### src/rtl/core/mi4_pkg.sv
// Shared types, constants and saturating arithmetic for the 4x4 matrix inverse.
package mi4_pkg;

    localparam int FRAC_BITS  = 16;
    localparam int WORD_WIDTH = 32;
    localparam int ACC_WIDTH  = 64;
    localparam int MAT_DEPTH  = 16;
    localparam int SCR_DEPTH  = 32;
    localparam int MAT_AW     = $clog2(MAT_DEPTH);
    localparam int SCR_AW     = $clog2(SCR_DEPTH);

    typedef logic signed [ACC_WIDTH-1:0] acc_t;

    localparam acc_t ACC_MAX = {1'b0, {(ACC_WIDTH-1){1'b1}}};
    localparam acc_t ACC_MIN = {1'b1, {(ACC_WIDTH-1){1'b0}}};
    localparam acc_t ONE_Q   = acc_t'(1) <<< FRAC_BITS;
    localparam acc_t WORD_HI = (acc_t'(1) <<< (WORD_WIDTH-1)) - acc_t'(1);
    localparam acc_t WORD_LO = -WORD_HI - acc_t'(1);

    typedef enum logic [1:0] {ACC_LOAD, ACC_SUB, ACC_ADD} acc_op_t;
    typedef enum logic [1:0] {PH_ROW, PH_DET, PH_OUT} phase_t;
    typedef enum logic [3:0] {
        S_IDLE, S_FETCH_A, S_FETCH_B, S_FETCH_C, S_MUL, S_MUL_WAIT,
        S_DIV, S_DIV_WAIT, S_EMIT, S_HOLD
    } state_t;

    // one micro-op of the cofactor / determinant / output sequence
    typedef struct packed {
        logic              x_mat;
        logic [SCR_AW-1:0] x_addr;
        logic              y_recip;
        logic [MAT_AW-1:0] y_addr;
        acc_op_t           op;
        logic              wr;
        logic [SCR_AW-1:0] wr_addr;
        logic              neg;
    } mop_t;

    function automatic acc_t sadd(acc_t a, acc_t b);
        acc_t s;
        s = a + b;
        if (a[ACC_WIDTH-1] == b[ACC_WIDTH-1] && s[ACC_WIDTH-1] != a[ACC_WIDTH-1])
            return a[ACC_WIDTH-1] ? ACC_MIN : ACC_MAX;
        return s;
    endfunction

    function automatic acc_t ssub(acc_t a, acc_t b);
        acc_t d;
        d = a - b;
        if (a[ACC_WIDTH-1] != b[ACC_WIDTH-1] && d[ACC_WIDTH-1] != a[ACC_WIDTH-1])
            return a[ACC_WIDTH-1] ? ACC_MIN : ACC_MAX;
        return d;
    endfunction

    function automatic acc_t sneg(acc_t a);
        return (a == ACC_MIN) ? ACC_MAX : -a;
    endfunction

    function automatic logic [ACC_WIDTH-1:0] magnitude(acc_t a);
        return a[ACC_WIDTH-1] ? (~a + 1'b1) : a;
    endfunction

endpackage

### src/rtl/core/mi4_div.sv
// Restoring divider for the rounded reciprocal of the determinant magnitude.
module mi4_div import mi4_pkg::*; (
    input  logic                 clk,
    input  logic                 rst_n,
    input  logic                 start,
    input  logic [ACC_WIDTH-1:0] divisor,
    output logic                 done,
    output logic [ACC_WIDTH-1:0] quotient
);

    localparam logic [ACC_WIDTH-1:0] NUM_ONE = ACC_WIDTH'(1) << (2*FRAC_BITS);
    localparam int CW = $clog2(ACC_WIDTH);

    logic [ACC_WIDTH-1:0] num_reg, d_reg;
    logic [ACC_WIDTH:0]   rem_reg;
    logic [CW-1:0]        cnt_reg;
    logic                 busy_reg, done_reg;
    logic [ACC_WIDTH:0]   rem_s;
    logic                 fits;

    assign rem_s = {rem_reg[ACC_WIDTH-1:0], num_reg[ACC_WIDTH-1]};
    assign fits  = rem_s >= {1'b0, d_reg};

    always_ff @(posedge clk or negedge rst_n)
    begin
        if (!rst_n)
        begin
            busy_reg <= 1'b0;
            done_reg <= 1'b0;
            cnt_reg  <= '0;
        end
        else
        begin
            done_reg <= 1'b0;
            if (start)
            begin
                busy_reg <= 1'b1;
                cnt_reg  <= '1;
            end
            else if (busy_reg)
            begin
                cnt_reg <= cnt_reg - 1'b1;
                if (cnt_reg == '0)
                begin
                    busy_reg <= 1'b0;
                    done_reg <= 1'b1;
                end
            end
        end
    end

    always_ff @(posedge clk)
    begin
        if (start)
        begin
            num_reg <= NUM_ONE + (divisor >> 1);
            d_reg   <= divisor;
            rem_reg <= '0;
        end
        else if (busy_reg)
        begin
            rem_reg <= fits ? (rem_s - {1'b0, d_reg}) : rem_s;
            num_reg <= {num_reg[ACC_WIDTH-2:0], fits};
        end
    end

    assign done     = done_reg;
    assign quotient = num_reg;

endmodule

### config.mk
export PLATFORM = sky130hd
export DESIGN_NAME = mi4_div
export DESIGN_NICKNAME = d
export VERILOG_FILES = /design/src/rtl/core/mi4_pkg.sv /design/src/rtl/core/mi4_div.sv
export SDC_FILE = /design/constraint.sdc
export NUM_CORES = 1
export LEC_CHECK = 0
export BUFFER_PORTS_ARGS = -buffer_cell sky130_fd_sc_hd__buf_2
export CORE_MARGIN = 3
export CORE_UTILIZATION = 41
export CTS_CLUSTER_SIZE = 8
export DETAILED_ROUTE_END_ITERATION = 8
export SYNTH_ARGS = -nofsm -noshare
export SYNTH_HDL_FRONTEND = slang
export SYNTH_SLANG_ARGS = --single-unit
export TNS_END_PERCENT = 100
### constraint.sdc
create_clock -name clk -period 4.3 [get_ports clk]
set_clock_uncertainty 0.1 [all_clocks]
set_input_delay 0.86 -clock clk [delete_from_list [all_inputs] [get_ports clk]]
set_output_delay 0.86 -clock clk [all_outputs]
set_load 0.05 [all_outputs]
**Yosys cells after proc, flatten, opt, wreduce, memory -nomap -nowiden**

Index checks and enable logic that the tools add are counted.

- Flip-flop bits (word level): 200
- Logic and storage cells: 23

- Add/subtract/negate cells: 3
- Order comparisons: 1
- Multiplexer cells: 11
- Reductions and logical operators: 2

Operators with widths:

| cell | count |
|---|---|
| $mux W64 | 3 |
| $ge A65 B64 Y1 | 1 |
| $add A33 B63 Y64 const A | 1 |
| $sub A64 B64 Y64 | 1 |
| $mux W6 | 2 |
| $logic_not A6 Y1 | 1 |
| $mux W1 | 6 |
| $sub A6 B1 Y6 const B | 1 |
| $reduce_bool A2 Y1 | 1 |

**Logic depth before layout (Yosys ltp)**

- Word-level depth: 4
- Mapped depth: 17

**Worst setup path before layout**

Ideal clock, no wire load.

- Path kind: register to register
- From: register num_reg[63] (netlist: quotient[63])
- To: register rem_reg[63]
- Setup time: 0.117 ns
- Data arrival time: 3.535 ns
- Data required time: 4.083 ns
- Path slack: 0.548 ns
- Stages on the path, launching flop included: 14
- Cell sequence: edfxtp_1 > inv_1 > ha_1 > nor2b_1 > o21bai_4 > a31oi_4 > o2111ai_2 > o31a_1 > o41ai_4 > a21o_1 > a221o_2 > a31oi_2 > or4_1 > a32o_1

- Cells in the longest elaborated chain, start to end: 2
- Elaborated cells on any way between the ends: 3
- Classes of those cells: add/sub: 1; order compare: 1; mux: 1

Ends and longest elaborated chain:

| element | line | RTL |
|---|---|---|
| start: declaration | mi4_div.sv:14 | `logic [ACC_WIDTH-1:0] num_reg, d_reg;` |
| start signal: assignment | mi4_div.sv:56 | `num_reg <= NUM_ONE + (divisor >> 1);` |
| start signal: assignment | mi4_div.sv:63 | `num_reg <= {num_reg[ACC_WIDTH-2:0], fits};` |
| $sub A64 B64 Y64 / $ge A65 B64 Y1 (equally long branches) | mi4_div.sv:62, mi4_div.sv:22 |  |
| $mux W64 (*) | mi4_div.sv:62 | `rem_reg <= fits ? (rem_s - {1'b0, d_reg}) : rem_s;` |
| end signal: assignment | mi4_div.sv:62 |  |
| end: declaration | mi4_div.sv:15 | `logic [ACC_WIDTH:0] rem_reg;` |

Mark *: on every way between the ends. The rest lies on a longest branch, timed or not.
A chain may end at the register's enable or synchronous reset.

**Worst setup path after layout**

- From: register d_reg[6]
- To: register rem_reg[20]

- Cells in the longest elaborated chain, start to end: 2
- Elaborated cells on any way between the ends: 3
- Classes of those cells: add/sub: 1; order compare: 1; mux: 1

Ends and longest elaborated chain:

| element | line | RTL |
|---|---|---|
| start: declaration | mi4_div.sv:14 |  |
| start signal: assignment | mi4_div.sv:57 | `d_reg <= divisor;` |
| $sub A64 B64 Y64 / $ge A65 B64 Y1 (equally long branches) | mi4_div.sv:62, mi4_div.sv:22 |  |
| $mux W64 (*) | mi4_div.sv:62 |  |

Marked as above.

==> impl_metrics.tcl <==
set metrics [dict create \
    hold_viol 0 \
    netlist-cell-type-count 65 \
    syn_to_final_growth_pct 13.1 \
    required_ns 4.49 \
    place.gp.congestion 0.896 \
    synth_top_area_share_pct 31.7 \
    io_buffers 131 \
    routedWlPerCell_um 16.0 \
    grt_pass1_wl_um 47100 \
    synthFlopType "edfxtp_1" \
    synth_compound_area_share_pct 19.3 \
    cts_buffer_depth 2 \
    syn_nets 1448 \
    coreArea_sq_um 28900 \
    start_util_pct 41.9 \
    setup-tns-final_ns 0 \
    vias_per_cell 5.37 \
    die_h_um 178 \
    die_w_um 178 \
    min_period_over_period_pct 93.7 \
    fillerInstances 2739 \
    start_kind "flip-flop" \
    syn_area_sq_um 12100 \
    use_met3_pct 2.72 \
    postCtsHoldBufs 0 \
    slew_violations 0 \
    leakage_nw 5.84 \
    post_cts_buffers 0 \
    antenna_found_initial 0 \
    rsz0062_at_grt "no" \
    synthMuxAreaShare_pct 3.97 \
    ys_seq_elements 200 \
    vdd_drop_max_mv 0.294 \
    dp_hpwl_um 20800 \
    hp-class "input port to asynchronous set/reset pin" \
    synth_area_leaders "edfxtp_1 (32%), dfxtp_1 (11%), ha_1 (6.9%), a21oi_1 (6.3%), nor2_1 (5.0%)" \
    drtIter0Drc 579 \
    rr_worst_depth 14 \
    rows 62 \
    vias 9698 \
    cap_violations 0 \
    synth_top_family_by_area "compound AO/OA/AOI/OAI gates" \
    firstDrtPassIters 5 \
    grt_max_degree 80 \
    clkLatencyLatePin_ns 0.45 \
    ys_seq_area_share_pct 43.9 \
    worst-setup-path-type "flip-flop to flip-flop" \
    slew_headroom_pct 47.2 \
    cts_tree "built" \
    cts.clk_slew.worst_paths_ns 0.08 \
    grt_pass1_vias 9266 \
    n_antenna_cell 0 \
    synth-xor-area-share_pct 6.58 \
    gr-total-overflow 0 \
    cp-end-kind "flip-flop" \
    synth_area_per_cell_sq_um 9.23 \
    grtUsageMet1_pct 26.4 \
    synthAdderAreaFrac_pct 7.08 \
    num_io_pins 132 \
    grt_busiest_layer "met2" \
    cts_buffers 17 \
    critPathMaxFanout 34 \
    dieArea_sq_um 31700 \
    tightest_slew_ns 0.792 \
    yosys_warnings 0 \
    pwr_density_cell_nw_per_um2 565 \
    synth_edf_count 128 \
    setup_viol 0 \
    clockRootBuffer "clkbuf_16" \
    total_power_mw 7.74 \
    drc 0 \
    h-tree-depth 4 \
    drive_above_1_share_pct 15.6 \
    period_needed_ns 4.03 \
    rrSetupSlack_ns 0.27 \
    yosysTopAreaCell "edfxtp_1" \
    synthSimpleGateAreaFrac_pct 13.9 \
    async_flop_share_pct 4.00 \
    fmax_mhz 248 \
    reg2reg_from "d_reg[6]" \
    synthCells 1313 \
    grt_use_total_pct 18.4 \
    routed_wl_um 28900 \
    antenna_left 0 \
    status "finished, final reports clean" \
    worstPathArrival_ns 4.22 \
    nets 1544 \
    regToRegEndpoint "rem_reg[20]" \
    clock_sinks 200 \
    grt_util_met2_pct 28.9 \
]
==> cells in the mapped netlist, types with 13 or more instances <==
master	count
o21ai_0	63
nand3_1	26
nand2_1	91
a21oi_1	152
inv_1	91
nand2b_1	18
xor2_1	35
a211oi_1	40
ha_1	67
xnor2_1	56
nor3_1	13
o21bai_1	16
mux2_2	32
edfxtp_1	128
nand4_1	23
clkbuf_1	57
a21o_1	34
and3_1	13
nor2_1	161
dfxtp_1	64
==> repair_timing <==
| item | 4_1_cts | 5_1_grt |
|---|---|---|
| gates resized for setup | 0 | 2 |
| setup endpoints to repair | 0 | 4 |
| endpoints found under the hold margin | 0 | 0 |
==> power by group <==
part / switching (mW) / leakage (nW) / total (mW) / internal [mW]
registers: 0.229 / 1.89 / 2.62 / 2.39
clock network: 0.814 / 0.270 / 1.58 / 0.763
logic: 2.15 / 3.67 / 3.54 / 1.40
total: 3.19 / 5.84 / 7.74 / 4.56
==> critical path: stages, from the launching register on <==
cell and delay [ns]:
edfxtp_1 0.34, inv_1 0.04, ha_1 0.35, a21oi_1 0.20
nor2b_1 0.26, nand2b_1 0.12, o2111ai_2 0.23, o31a_1 0.28
o41ai_4 0.11, a21o_1 0.20, a221o_2 0.46, a31oi_4 0.55
buf_12 0.27, mux2i_1 0.24, a211oi_1 0.09
==> worst max-delay path by stage <==
stage | start | to | slack [ns] | cells after the start
3_3_place_gp | quotient[63] | rem_reg[46] | 0.25 | 16
6_report | d_reg[6] | rem_reg[20] | 0.27 | 14
2_1_floorplan | quotient[63] | rem_reg[63] | 0.55 | 13
4_1_cts | quotient[63] | rem_reg[62] | 0.20 | 16
3_5_place_dp | d_reg[0] | rem_reg[62] | 0.29 | 15
5_1_grt | d_reg[26] | rem_reg[37] | 0.006 | 15
==> stage by stage <==
step	cells	cell area [sq um]	hold slack [ns]	setup slack [ns]	util (%)
global route	1806	13700	0.134	0.00618	47.3
CTS	1806	13700	0.133	0.200	47.3
floorplan	1313	12100	0.344	0.548	-
detailed placement	1774	13100	0.366	0.292	45.4
global placement	1774	13100	0.362	0.249	45.4
finish	1806	13700	0.136	0.271	47.3
==> layout by cell type (no fill, tap or decap), types with 23 or more instances in the layout <==
cell / instances
a211oi_1: 40
nand4_1: 23
dfxtp_1: 64
nor2_1: 160
a21oi_1: 152
mux2_2: 32
inv_1: 90
nand3_1: 26
edfxtp_1: 128
ha_1: 67
xnor2_1: 56
buf_2: 130
nand2_1: 91
o21ai_0: 63
a21o_1: 34
xor2_1: 35
==> layout make-up <==
type	instances	area (sq um)	share of cell area, %
Clock buffer	19	433	3.16
Multi-Input combinational cell	951	6170	45.1
Timing Repair Buffer	148	827	6.04
Inverter	91	342	2.49
Sequential cell	200	5330	38.9
Tap cell	384	480	3.51
Clock inverter	13	115	0.840
==> routing by layer <==
layer  part of all wire, %  vias to the layer above
met5                     0                        -
met4                   1.5                        0
met3                   3.9                       30
met2                    45                      209
met1                    50                     4574
li1                      -                     4885
==> cells by family (layout without fill, tap and decap cells) <==
| group | count (synthesis) | in the layout |
|---|---|---|
| flops | 200 | 200 |
| buf+inv | 162 | 271 |
| simple gates | 375 | 375 |
| compound gates | 373 | 373 |
| fa+ha+maj | 68 | 68 |
| xor+xnor | 91 | 91 |
| mux | 44 | 44 |
Note: power is estimated with default switching activity, not from simulation.
