<file path="src/rtl/core/mi4_pkg.sv">
// Shared types, constants and saturating arithmetic for the 4x4 matrix inverse.
package mi4_pkg;

    localparam int FRAC_BITS  = 16;
    localparam int WORD_WIDTH = 32;
    localparam int ACC_WIDTH  = 64;
    localparam int MAT_DEPTH  = 16;
    localparam int SCR_DEPTH  = 32;
    localparam int MAT_AW     = $clog2(MAT_DEPTH);
    localparam int SCR_AW     = $clog2(SCR_DEPTH);

    typedef logic signed [ACC_WIDTH-1:0] acc_t;

    localparam acc_t ACC_MAX = {1'b0, {(ACC_WIDTH-1){1'b1}}};
    localparam acc_t ACC_MIN = {1'b1, {(ACC_WIDTH-1){1'b0}}};
    localparam acc_t ONE_Q   = acc_t'(1) <<< FRAC_BITS;
    localparam acc_t WORD_HI = (acc_t'(1) <<< (WORD_WIDTH-1)) - acc_t'(1);
    localparam acc_t WORD_LO = -WORD_HI - acc_t'(1);

    typedef enum logic [1:0] {ACC_LOAD, ACC_SUB, ACC_ADD} acc_op_t;
    typedef enum logic [1:0] {PH_ROW, PH_DET, PH_OUT} phase_t;
    typedef enum logic [3:0] {
        S_IDLE, S_FETCH_A, S_FETCH_B, S_FETCH_C, S_MUL, S_MUL_WAIT,
        S_DIV, S_DIV_WAIT, S_EMIT, S_HOLD
    } state_t;

    // one micro-op of the cofactor / determinant / output sequence
    typedef struct packed {
        logic              x_mat;
        logic [SCR_AW-1:0] x_addr;
        logic              y_recip;
        logic [MAT_AW-1:0] y_addr;
        acc_op_t           op;
        logic              wr;
        logic [SCR_AW-1:0] wr_addr;
        logic              neg;
    } mop_t;

    function automatic acc_t sadd(acc_t a, acc_t b);
        acc_t s;
        s = a + b;
        if (a[ACC_WIDTH-1] == b[ACC_WIDTH-1] && s[ACC_WIDTH-1] != a[ACC_WIDTH-1])
            return a[ACC_WIDTH-1] ? ACC_MIN : ACC_MAX;
        return s;
    endfunction

    function automatic acc_t ssub(acc_t a, acc_t b);
        acc_t d;
        d = a - b;
        if (a[ACC_WIDTH-1] != b[ACC_WIDTH-1] && d[ACC_WIDTH-1] != a[ACC_WIDTH-1])
            return a[ACC_WIDTH-1] ? ACC_MIN : ACC_MAX;
        return d;
    endfunction

    function automatic acc_t sneg(acc_t a);
        return (a == ACC_MIN) ? ACC_MAX : -a;
    endfunction

    function automatic logic [ACC_WIDTH-1:0] magnitude(acc_t a);
        return a[ACC_WIDTH-1] ? (~a + 1'b1) : a;
    endfunction

endpackage

</file>
<file path="src/rtl/core/mi4_mulq.sv">
// Multi-cycle fixed-point multiply: 32x32 partial products, rounding and saturation.
module mi4_mulq import mi4_pkg::*; (
    input  logic clk,
    input  logic rst_n,
    input  logic start,
    input  acc_t a,
    input  acc_t b,
    output logic done,
    output acc_t product
);

    localparam logic [2*ACC_WIDTH-1:0] HALF = (2*ACC_WIDTH)'(1) << (FRAC_BITS-1);

    logic [ACC_WIDTH-1:0]   xm_reg, ym_reg, pp_reg;
    logic                   neg_reg;
    logic [1:0]             sh_reg;
    logic [2*ACC_WIDTH-1:0] acc_reg;
    logic [2:0]             cnt_reg;
    logic                   busy_reg, done_reg;
    acc_t                   product_reg;

    logic [31:0]            xa, ya;
    logic [ACC_WIDTH-1:0]   pp_w;
    logic [2*ACC_WIDTH-1:0] pp_shift, rounded;
    logic [ACC_WIDTH-1:0]   r;
    acc_t                   res;

    assign xa   = cnt_reg[1] ? xm_reg[63:32] : xm_reg[31:0];
    assign ya   = cnt_reg[0] ? ym_reg[63:32] : ym_reg[31:0];
    assign pp_w = xa * ya;

    always_comb
    begin
        case (sh_reg)
            2'd0:    pp_shift = {64'b0, pp_reg};
            2'd1:    pp_shift = {32'b0, pp_reg, 32'b0};
            default: pp_shift = {pp_reg, 64'b0};
        endcase
        rounded = acc_reg + HALF;
        r       = rounded[ACC_WIDTH+FRAC_BITS-1:FRAC_BITS];
        if (|rounded[2*ACC_WIDTH-1:ACC_WIDTH+FRAC_BITS])
            res = neg_reg ? ACC_MIN : ACC_MAX;
        else if (neg_reg)
            res = r[ACC_WIDTH-1] ? ACC_MIN : -acc_t'(r);
        else
            res = r[ACC_WIDTH-1] ? ACC_MAX : acc_t'(r);
    end

    always_ff @(posedge clk or negedge rst_n)
    begin
        if (!rst_n)
        begin
            busy_reg <= 1'b0;
            done_reg <= 1'b0;
            cnt_reg  <= '0;
        end
        else
        begin
            done_reg <= 1'b0;
            if (start)
            begin
                busy_reg <= 1'b1;
                cnt_reg  <= '0;
            end
            else if (busy_reg)
            begin
                if (cnt_reg == 3'd5)
                begin
                    busy_reg <= 1'b0;
                    done_reg <= 1'b1;
                end
                cnt_reg <= cnt_reg + 3'd1;
            end
        end
    end

    always_ff @(posedge clk)
    begin
        if (start)
        begin
            xm_reg  <= magnitude(a);
            ym_reg  <= magnitude(b);
            neg_reg <= a[ACC_WIDTH-1] ^ b[ACC_WIDTH-1];
            acc_reg <= '0;
        end
        else if (busy_reg)
        begin
            if (cnt_reg <= 3'd3)
            begin
                pp_reg <= pp_w;
                sh_reg <= 2'(cnt_reg[1]) + 2'(cnt_reg[0]);
            end
            if (cnt_reg >= 3'd1 && cnt_reg <= 3'd4)
            begin
                acc_reg <= acc_reg + pp_shift;
            end
            if (cnt_reg == 3'd5)
            begin
                product_reg <= res;
            end
        end
    end

    assign done    = done_reg;
    assign product = product_reg;

`ifndef ASSERT_OFF
    a_done_after_busy: assert property (@(posedge clk) disable iff (!rst_n)
        done |-> !busy_reg && $past(busy_reg))
        else $error("mulq done without a finished multiply");
`endif

endmodule

</file>
<file path="config.mk">
export PLATFORM = sky130hd
export DESIGN_NAME = mi4_mulq
export DESIGN_NICKNAME = d
export VERILOG_FILES = /design/src/rtl/core/mi4_pkg.sv /design/src/rtl/core/mi4_mulq.sv
export SDC_FILE = /design/constraint.sdc
export NUM_CORES = 2
export LEC_CHECK = 0
export BUFFER_PORTS_ARGS = -buffer_cell sky130_fd_sc_hd__buf_2
export CELL_PAD_IN_SITES_DETAIL_PLACEMENT = 0
export CELL_PAD_IN_SITES_GLOBAL_PLACEMENT = 2
export CORE_MARGIN = 2
export CORE_UTILIZATION = 40
export CTS_CLUSTER_SIZE = 24
export DETAILED_ROUTE_END_ITERATION = 8
export GPL_ROUTABILITY_DRIVEN = 1
export HOLD_SLACK_MARGIN = 0.12
export PLACE_DENSITY = 0.92
export SYNTH_ARGS = -nofsm -noshare
export SYNTH_HDL_FRONTEND = slang
export SYNTH_SLANG_ARGS = --single-unit
</file>
<file path="constraint.sdc">
create_clock -name clk -period 12.75 [get_ports clk]
set_input_delay 0 -clock clk [delete_from_list [all_inputs] [get_ports clk]]
set_output_delay 0 -clock clk [all_outputs]
set_load 0.05 [all_outputs]
</file>
* After elaboration in Yosys (flattened, before gate mapping)
Cells that the tools add are included.
Widths: inputs -> output; s select.
** Operators by class
- Add/subtract/negate cells :: 7
- $mul :: 1
- $lt $le $gt $ge :: 3
- Equal/unequal tests :: 2
- Muxes and demuxes :: 18
- Bitwise logic cells :: 4
- Reduce and logical (&&, ||, !) cells :: 7
** Operators with widths (count)
- $mux 64 :: 4
- $pmux 128 s2 :: 1
- $mux 63 :: 3
- $add 128x128->128 :: 1
- $add 128x16->128 const B :: 1
- $add 64x1->64 const B :: 2
- $not 64->64 :: 2
- $mul 32x32->64 :: 1
- $mux 32 :: 2
- $neg 64->64 :: 1
- $reduce_or 48->1 :: 1
- $mux 1 :: 6
- $mux 3 :: 2
- $reduce_and 3->1 :: 2
- $add 3x1->3 const B :: 1
- $eq 3x3->1 const B :: 1
- $ge 3x1->1 const B :: 1
- $le 3x2->1 const B :: 1
- $le 3x3->1 const B :: 1
- $add 1x1->2 :: 1
- $eq 2x1->1 const B :: 1
- $logic_not 2->1 :: 1
- $reduce_and 2->1 :: 1
- $reduce_bool 2->1 :: 1
- other kinds (3) :: 3
** Word-level totals
- Flip-flop bits (word level) :: 392
- Input bits :: 131
- Output and inout port bits :: 65
- Word-level logic and storage cells :: 54

* Logic depth before layout (Yosys ltp)
- Depth in word-level cells :: 5
- Gate-level depth with buffers :: 36
- Gate-level depth less buffers :: 31

* Least setup slack after synthesis
No wires, ideal clock.
- Kind :: register to register
- From :: register cnt_reg[1]
- To :: register pp_reg[50], data pin
- Setup time :: 0.265 ns
- Data arrival time :: 9.345 ns
- Data required time :: 12.485 ns
- Slack :: 3.141 ns
- Cell stages (with the launch flop) :: 32
- Path buffers :: 4
- Period minus slack after synthesis :: 9.609 ns
- Cells stage by stage :: dfrtp_1 > clkbuf_1 > clkbuf_1 > buf_1 > mux2i_1 > clkbuf_1 > nor2_1 > fa_1 > fa_1 > fa_1 > inv_1 > fa_1 > inv_1 > fa_1 > fa_1 > fa_1 > inv_1 > fa_1 > inv_1 > ha_1 > a21o_1 > a21o_1 > a21oi_1 > o21ai_0 > nor4b_1 > o21bai_1 > o41ai_1 > o221ai_1 > a21boi_0 > nor3_1 > or4b_2 > xor2_1
** On the way
- Longest elaborated chain between the ends :: 2
** RTL lines
- from (decl) :: RTL line mi4_mulq.sv:18 : logic [2:0] cnt_reg;
- from (signal assigned) :: RTL line mi4_mulq.sv:72 : cnt_reg <= cnt_reg + 3'd1;
- $mux 32 :: RTL line mi4_mulq.sv:28 : assign xa = cnt_reg[1] ? xm_reg[63:32] : xm_reg[31:0];
- $mul 32x32->64 :: RTL line mi4_mulq.sv:30 : assign pp_w = xa * ya;
- net pp_w[50] :: RTL line mi4_mulq.sv:23 : logic [ACC_WIDTH-1:0] pp_w;
- to (signal assigned) :: RTL line mi4_mulq.sv:90 : pp_reg <= pp_w;
- to (decl) :: RTL line mi4_mulq.sv:14 : logic [ACC_WIDTH-1:0] xm_reg, ym_reg, pp_reg;
The timed path passes the listed nets, and every way through them passes these cells.
A chain may end at the register's enable or synchronous reset.

* Worst setup path in the final report
- From :: register cnt_reg[0]
- To :: register pp_reg[50], data pin
** On the way
- Longest elaborated chain between the ends :: 2
** RTL lines
- $mux 32 :: RTL line mi4_mulq.sv:29 : assign ya = cnt_reg[0] ? ym_reg[63:32] : ym_reg[31:0];
- $mul 32x32->64 :: RTL line mi4_mulq.sv:30
- net pp_w[50] :: RTL line mi4_mulq.sv:23
The timed path passes the listed nets, and every way through them passes these cells.

==> metrics.cfg <==
[worst_setup_path]
crit_path_top_delay_cell=dfrtp_4
slowest_delay_ns=0.79
worstPathRequired_ns=13.15
r2r_slack_ns=2.30
critPathTopFamily=adder cells
cp-start-kind=flip-flop
end_kind=flip-flop
reg2reg_depth=29
path_depth=29
cpMostUsedCell=fa_1
r2r-start=cnt_reg[0]$_DFFE_PN0P_
r2r_end=pp_reg[50]$_DFFE_PP_
worstPathMaxFanout=39
crit_buf_inv=6
arrival_ns=10.86
crit_type=reg2reg

[global_route]
met3_usage_pct=5.127
grt_pass1_wl_um=355800
antenna_found_initial=3
grt_pass1_vias=56420
grt.busiest_layer=met2
grt-ovfl-total=0
grt_max_degree=123
met2_usage_pct=47.54
met1_usage_pct=36.43
grt_usage_pct=29.05

[worst_hold_path]
hold_start=b[0]
worst_hold_path_type=in2reg
worstHoldEndpoint=ym_reg[0]$_DFFE_PP_
holdPathStages=2

[yosys]
ys_types=88
async_flop_share_pct=1.276
ys.warnings.count=0
synth_edf_count=259
synth_area_sq_um=63390
synth_top_flop_cell=edfxtp_1
synth_seq_area_share_pct=16.51
syn_inst=7494
syn_avg_cell_area_sq_um=8.458
synth_fp_nets=8920
ys_ff_latch=392

[timing]
rsz0062_at_grt=false
drv_slew=0
max_slew.worst_pin.slew_ns=1.123
hold_violations=0
max_slew_margin_pct=23.69
fin_crit_ns=10.45
finalCritPeriodShare_pct=81.98
setup_tns_ns=0
finClkSkew_ns=0.03162
fmax_ghz=0.09567
finalSetupViolCount=0

[routing]
ant_nets=0
post_drt_wl_per_cell_um=24.15
drt_first_iter_violations=4714
drc=0
dr.pass1.iters=9
via_count=55570
avgViaCountPerCell=5.667
wl_um=236800

[cells_and_area]
drive_above_1_share_pct=7.283
area_delta_synth_final_pct=11.32
nNetsFinal=9116
largest_reg_flops=128

[floorplan]
placementRows=146
io_pins=196
die_area_sq_um=161700
die_h_um=402.1
start_util_pct=40.16
coreArea_sq_um=157800
die_w_um=402.1

[clock_tree]
cts_made_buffers=48
postCtsSetupRepairBufs=0
cts_root_buffer=clkbuf_16
htreeDepth=2
clkLatencyLatePin_ns=0.67
clk_pin_slew_ns=0.06
cts_buffer_depth=3
cts_tree=yes
cts.sink_count=392

[job]
maxCapViolCount=0

[place]
port_buffers=195
finalWeightedCongestion=1.007
dp_hpwl_um=188500

[outcome]
status=finished, final reports clean

-- per-layer routing --
metal / routed length [um] / share of wire (%) / up-vias
li1: - / - / 25040
met4: 15590 / 6.6 / 4
met5: 22 / 0.0093 / -
met2: 109100 / 46 / 2413
met1: 93130 / 39 / 27540
met3: 18930 / 8.0 / 571
-- final cells by class --
type	instances	area (sq um)
Antenna cell	3	7.507
Clock buffer	55	1249
Clock inverter	35	439.2
Fill cell	15500	87270
Inverter	1009	3787
Multi-Input combinational cell	5701	47850
Sequential cell	392	10470
Tap cell	2072	2592
Timing Repair Buffer	538	4158
-- cells by family (layout without fill, tap and decap cells) --
logic type / Yosys count / count (layout) / synth area share (%)
flops: 392 / 392 / 16.51
compound gates: 1219 / 1219 / 11.88
mux: 190 / 190 / 3.125
simple gates: 2602 / 2602 / 18.43
xor+xnor: 395 / 395 / 5.458
buf+inv: 1401 / 1637 / 8.421
fa+ha+maj: 1295 / 1295 / 36.19
other cells: 0 / 3 / 0
-- synthesized netlist by cell type (all sizes together) (8+ instances only) --
library cell	instances	share of area, %
a211o	10	0.14
a211oi	16	0.19
a21boi	11	0.13
a21o	144	1.7
a21oi	433	3.4
a221oi	11	0.15
a31o	8	0.11
a31oi	30	0.30
and2	98	0.97
and3	47	0.46
and4	19	0.26
buf	61	0.48
clkbuf	331	2.0
dfxtp	128	4.0
edfxtp	259	12
fa	897	28
ha	398	7.9
inv	1009	6.0
mux2	63	1.1
mux2i	127	2.0
nand2	968	5.7
nand2b	35	0.35
nand3	146	1.2
nand4	136	1.3
nor2	844	5.0
nor2b	15	0.15
nor3	102	0.81
nor4	61	0.72
o211ai	16	0.19
o21a	28	0.33
o21ai	284	2.2
o21bai	59	0.70
o221ai	8	0.11
o31ai	58	0.69
o41ai	31	0.45
or2	29	0.29
or3	40	0.39
or4	42	0.50
xnor2	294	4.1
xor2	101	1.4
-- worst max path at each step --
stage,startpoint,endpoint
after floorplan,cnt_reg[1]$_DFFE_PN0P_,pp_reg[50]$_DFFE_PP_
after global placement,cnt_reg[0]$_DFFE_PN0P_,pp_reg[50]$_DFFE_PP_
after detailed placement,cnt_reg[0]$_DFFE_PN0P_,pp_reg[50]$_DFFE_PP_
after CTS,cnt_reg[0]$_DFFE_PN0P_,pp_reg[50]$_DFFE_PP_
after global routing,cnt_reg[0]$_DFFE_PN0P_,pp_reg[50]$_DFFE_PP_
final,cnt_reg[0]$_DFFE_PN0P_,pp_reg[50]$_DFFE_PP_
-- repair_timing --
item                      4_1_cts  5_1_grt
resized for setup               0        0
hold buffers                  234        0
hold endpoints to repair      134        0
-- cell usage in the layout (no fill, tap or decap), types with 59 or more instances in the layout --
master,instances
mux2_2,63
edfxtp_1,259
ha_1,398
and2_1,96
dfxtp_1,128
dlygate4sd3_1,234
a21oi_1,433
nand3_1,144
xnor2_1,293
o21bai_1,59
buf_4,108
nor3_1,101
buf_2,194
xor2_1,101
fa_1,897
nand4_1,136
o21ai_0,276
nor2_1,841
inv_1,1009
a21o_1,144
mux2i_1,82
nand2_1,967
-- per-stage QoR --
stage | setup slack [ns] | area [sq um] | hold WS, ns | cells | util (%)
floorplan | 3.141 | 63390 | -0.2956 | 7494 | -
global placement | 2.331 | 66520 | -0.1387 | 9478 | 42.15
detailed placement | 2.311 | 66520 | -0.1424 | 9478 | 42.15
CTS | 2.316 | 70550 | 0.1262 | 9802 | 44.70
global route | 1.757 | 70550 | 0.1786 | 9802 | 44.70
finish | 2.298 | 70560 | 0.1577 | 9805 | 44.71
Power is left out: the tool's default activity adds up to more than one toggle a clock period on the data nets, which glitch-free logic cannot reach.
